`config.mk`:
```
export PLATFORM = sky130hd
export DESIGN_NAME = shfc_result_calc
export DESIGN_NICKNAME = d
export VERILOG_FILES = /design/src/shfc_pkg.sv /design/src/shfc_result_calc.sv
export SDC_FILE = /design/constraint.sdc
export NUM_CORES = 1
export LEC_CHECK = 0
export ABC_CLOCK_PERIOD_IN_PS = 3750
export BUFFER_PORTS_ARGS = -buffer_cell sky130_fd_sc_hd__buf_2
export CORE_ASPECT_RATIO = 1.25
export CORE_MARGIN = 1
export CORE_UTILIZATION = 39
export DETAILED_ROUTE_END_ITERATION = 10
export GPL_TIMING_DRIVEN = 0
export PLACE_DENSITY = 0.84
export SETUP_SLACK_MARGIN = 0.5
export SLEW_MARGIN = 25
export SYNTH_ARGS = -nofsm -noshare
export SYNTH_HDL_FRONTEND = slang
export SYNTH_SLANG_ARGS = --single-unit
export TNS_END_PERCENT = 100
```
`constraint.sdc`:
```
create_clock -name vclk -period 3.75
set_input_delay 1.125 -clock vclk [all_inputs]
set_output_delay 1.125 -clock vclk [all_outputs]
set_load 0.05 [all_outputs]
```
`src/shfc_pkg.sv`:
```
`timescale 1ns / 1ps
`default_nettype none
// ----------------------------------------------------------------------------
// shfc_pkg: shared types and constants for the sync header frame checker
// Header bytes, sync phase codes, frame positions and the result flag bundle.
// ----------------------------------------------------------------------------
package shfc_pkg;

    localparam int FRAME_BYTES = 12;

    localparam logic [7:0] HEAD_FIRST  = 8'hAA;
    localparam logic [7:0] HEAD_SECOND = 8'h55;

    // sync phase codes
    localparam logic [1:0] PHASE_HUNT = 2'd0;
    localparam logic [1:0] PHASE_HEAD = 2'd1;
    localparam logic [1:0] PHASE_BODY = 2'd2;

    // frame byte positions
    localparam logic [3:0] POS_HEAD1   = 4'd1;
    localparam logic [3:0] POS_BODY0   = 4'd2;
    localparam logic [3:0] POS_CHK_HI  = 4'(FRAME_BYTES - 2);
    localparam logic [3:0] POS_CHK_LO  = 4'(FRAME_BYTES - 1);

    localparam logic [30:0] LIMIT_RESET = 31'h3FC0_0000;
    localparam logic [30:0] INF_BITS    = 31'h7F80_0000;

    typedef struct packed {
        logic checksum_ok;
        logic first_in_range;
    } result_flags_t;

endpackage
`default_nettype wire

```
`src/shfc_result_calc.sv`:
```
`timescale 1ns / 1ps
`default_nettype none
// ----------------------------------------------------------------------------
// shfc_result_calc: frame verdict logic
// Checksum compare and range test of the first word, done on the final byte.
// ----------------------------------------------------------------------------
module shfc_result_calc (
    input  wire logic [15:0]          running_sum,
    input  wire logic [7:0]           checksum_high,
    input  wire logic [7:0]           checksum_low,
    input  wire logic [31:0]          first_word,
    input  wire logic [30:0]          range_limit,
    output shfc_pkg::result_flags_t   flags
);

    logic [30:0] mag;

    assign mag = first_word[30:0];

    always_comb begin
        flags.checksum_ok    = ({checksum_high, checksum_low} == running_sum);
        // NaN codes sit above infinity, so a limit past infinity still rejects them
        flags.first_in_range = (mag <= shfc_pkg::INF_BITS) && (mag <= range_limit);
    end

endmodule
`default_nettype wire

```
== Word level (Yosys, flattened, before mapping) ==
Index checks and enable logic that the tools add are counted.

* Flip-flop bits (word level): 0
* Latch bits: 0
* Memory bits (writable): 0
* Memory bits (read-only): 0
* Bits of input ports: 95
* Output and inout bits: 2
* Word-level logic and storage cells: 4
* Memories: 0

* Add/subtract/negate cells: 0
* Multiply operators: 0
* Div/mod/pow operators: 0
* Magnitude comparators: 2
* Eq/ne operators: 1
* Shifts and indexed selects: 0
* Multiplexer cells: 0
* Bitwise gates (word level): 0
* Reductions and logical operators: 1

{| class="wikitable"
|+ Operator list
! kind !! number
|-
| $le 31x31->1 || 1
|-
| $le 31x31->1 const B || 1
|-
| $eq 16x16->1 || 1
|-
| $logic_and 1x1->1 || 1
|}

== Longest topological paths before layout ==
* Word-level depth: 2
* Gate-level depth with buffers: 8
* Mapped depth without buffers: 8

== Least setup slack after synthesis ==
No wires, ideal clock.

* Path kind: input to output
* Start point: in running_sum[11]
* End point: out flags[1] (netlist bit)
* Arrival: 2.920 ns
* Data required time: 2.625 ns
* Path slack: -0.295 ns
* Stages on the path: 3
* Path buffers: 0
* Cells stage by stage: xnor2_1 nand4_1 nor4_1

{| class="wikitable"
|+ RTL lines
! item !! line !! source
|-
| from (decl) || shfc_result_calc.sv:8 || <nowiki>input wire logic [15:0] running_sum,</nowiki>
|-
| to (decl) || shfc_result_calc.sv:13 || <nowiki>output shfc_pkg::result_flags_t flags</nowiki>
|}

==> flow_summary.yaml <==
drt:
  wire_per_inst_um: 13.2
  drt_first_iter_violations: 34
  viasPerCell: 5.26
  vias: 1436
  totalWireLength_mm: 3.60
  drc_errors: 0
  ant_nets: 0
  drtPass1Iterations: 4
final_layout:
  final_nets: 368
  post-route-util_pct: 79.1
  seq_area_um2: 0
  nClkBuffers: 0
  num_antenna_cells: 0
  instances_no_fill: 273
  seq_cell_count: 0
  drive_gt1_share_pct: 60.0
  syn_to_final_growth_pct: 87.8
timing:
  timing.final.crit_period_ns: 3.85
  hold_slack_ns: 2.71
  setup_viol: 1
  maxSlewHeadroom_pct: 75.6
  finalCritPeriodShare_pct: 103
  worst-slew-pin-transition_ns: 0.363
  max_freq_mhz: 260
  finalSetupTns_ns: -0.0962
  finalHoldViolations: 0
  rsz0062_at_grt: "true"
  slew_violations: 0
  fin_ws_ns: -0.0962
floorplan:
  die_x_um: 48.3
  design.core.area_um2: 2480
  core.rowCount: 20
  ios: 97
  dieArea_um2: 2890
  initial_utilization_pct: 42.1
  fp.dieH_um: 59.8
synthesis:
  synthTopCellsByArea: "ha_1 (37%), xnor2_1 (13%), inv_1 (11%)"
  synth_area_um2: 1040
  yosysUniqueCellTypes: 24
  avgSynthCellArea_um2: 7.25
  yosys.area.top_type: "ha_1"
  ys_seq_area_share_pct: 0
  syn_inst: 144
  netlist.area_leader.share_pct: 37.2
  synth_commonest_cells: "ha_1 (31), inv_1 (31), xnor2_1 (16)"
  synth_warnings: 0
  syn-num-nets: 270
global_routing:
  track_usage_pct: 23.6
  grt_max_degree: 5
  antenna_found_initial: 0
  grt_pass1_vias: 1354
  grt_pass1_wl_mm: 5.12
  grt_overflow: 0
critical_path:
  cp_slowest_cell: "ha_1"
  crit_chain: "buf_2 > ha_1 > and4_1 > a21oi_1 > nor2_2 > a2111oi_2 > o41a_4 > buf_8"
  crit_path_end_kind: "output port"
  critPathMaxFanout: 3
  critical_path_class: "in2out"
  cp_top_family: "compound AO/OA/AOI/OAI gates"
  cp.required_ns: 2.62
  path_buf_inv: 2
  max_stage_delay_ns: 0.31
  crit_path_start: "first_word[21]"
  worstPathArrival_ns: 2.72
  cp-start-kind: "input port"
min_path:
  whs_endpoint: "flags[1]"
  min_path_cells: 5
  worstHoldStart: "checksum_high[0]"
  hold_class: "in2out"
placement:
  post-place-ws_ns: -0.185
  port_buffers: 96
  dp_hpwl_mm: 3.15
  gp_congestion: 0.785
  dp.cells: 273
power_and_ir_drop:
  p_per_area_nw_per_um2: 109
  peakVddDrop_mv: 0.0703
  p_leak_nw: 0.983
run_status:
  outcome: "finished, violations left"
  violations: "negative setup slack"
job:
  maxCapViolations: 0
clocking:
  holdBufCountCts: 0
[cells in the final DEF, fill, tap and decap left out, types with 2 or more instances in the layout]
master	synthesis	final
buf_2	0	88
ha_4	0	19
inv_1	31	18
nand4_1	14	14
ha_1	31	12
xnor2_1	16	11
a21oi_1	12	10
inv_2	0	7
nand2_1	7	7
nor4_1	7	6
xnor2_2	0	5
a21o_1	5	5
inv_4	0	4
buf_6	0	4
a21oi_2	1	3
o21ai_1	0	3
nor2_1	4	2
nor2_2	0	2
buf_8	0	2
buf_4	0	2
[logic make-up after synthesis]
kind of cell | Yosys count | synth area share (%)
and+or+nand+nor | 39 | 21.0
adders and majority gates | 31 | 37.2
buffers and inverters | 31 | 11.2
AOI/OAI and AO/OA | 27 | 17.3
xor gates and xnor gates | 16 | 13.4
[power breakdown]
group          switching, mW  internal [mW]  total [mW]
sequential                 0              0           0
clock                      0              0           0
combinational         0.0976          0.117       0.214
[stage by stage]
stage / cell area (µm²) / power (mW)
after floorplan: 1290 / 0.107
after CTS: 1830 / 0.198
final: 1960 / 0.214
after detailed placement: 1810 / 0.193
after global placement: 1810 / 0.186
after global routing: 1960 / 0.240
[worst max-delay path by stage]
stage	end	cells past startpoint	slack (ns)
finish	flags[0]	8	-0.1
global route	flags[0]	10	-0.18
CTS	flags[0]	9	-0.09
detailed placement	flags[0]	9	-0.19
global placement	flags[0]	9	-0.16
floorplan	flags[0]	7	0.19
[worst min-delay path, stage by stage]
cell and delay, ns:
buf_2 0.08, xnor2_1 0.06, nand4_1 0.08, nor4_2 0.05, buf_4 0.18
[timing repair]
action / CTS / global route
setup endpoints to repair: 2 / 2
resized for setup: 6 / 20
buffers inserted: 0 / 0
pin swaps: 0 / 6
[routing by layer]
layer  up-vias  GRT usage, %  share of wire, %
li1        713             -                 -
met1       667          24.7                35
met2        46          47.2                59
met3        10          2.11               3.7
met4         0          4.37               2.7
met5         -             0                 0
[final cells by class]
type / count / area, µm²
multi-input cells: 113 / 1240
repair buffers: 96 / 531
fillers: 181 / 518
inverters: 31 / 144
well taps: 33 / 41.3
Note: power is estimated with default switching activity, not from simulation.
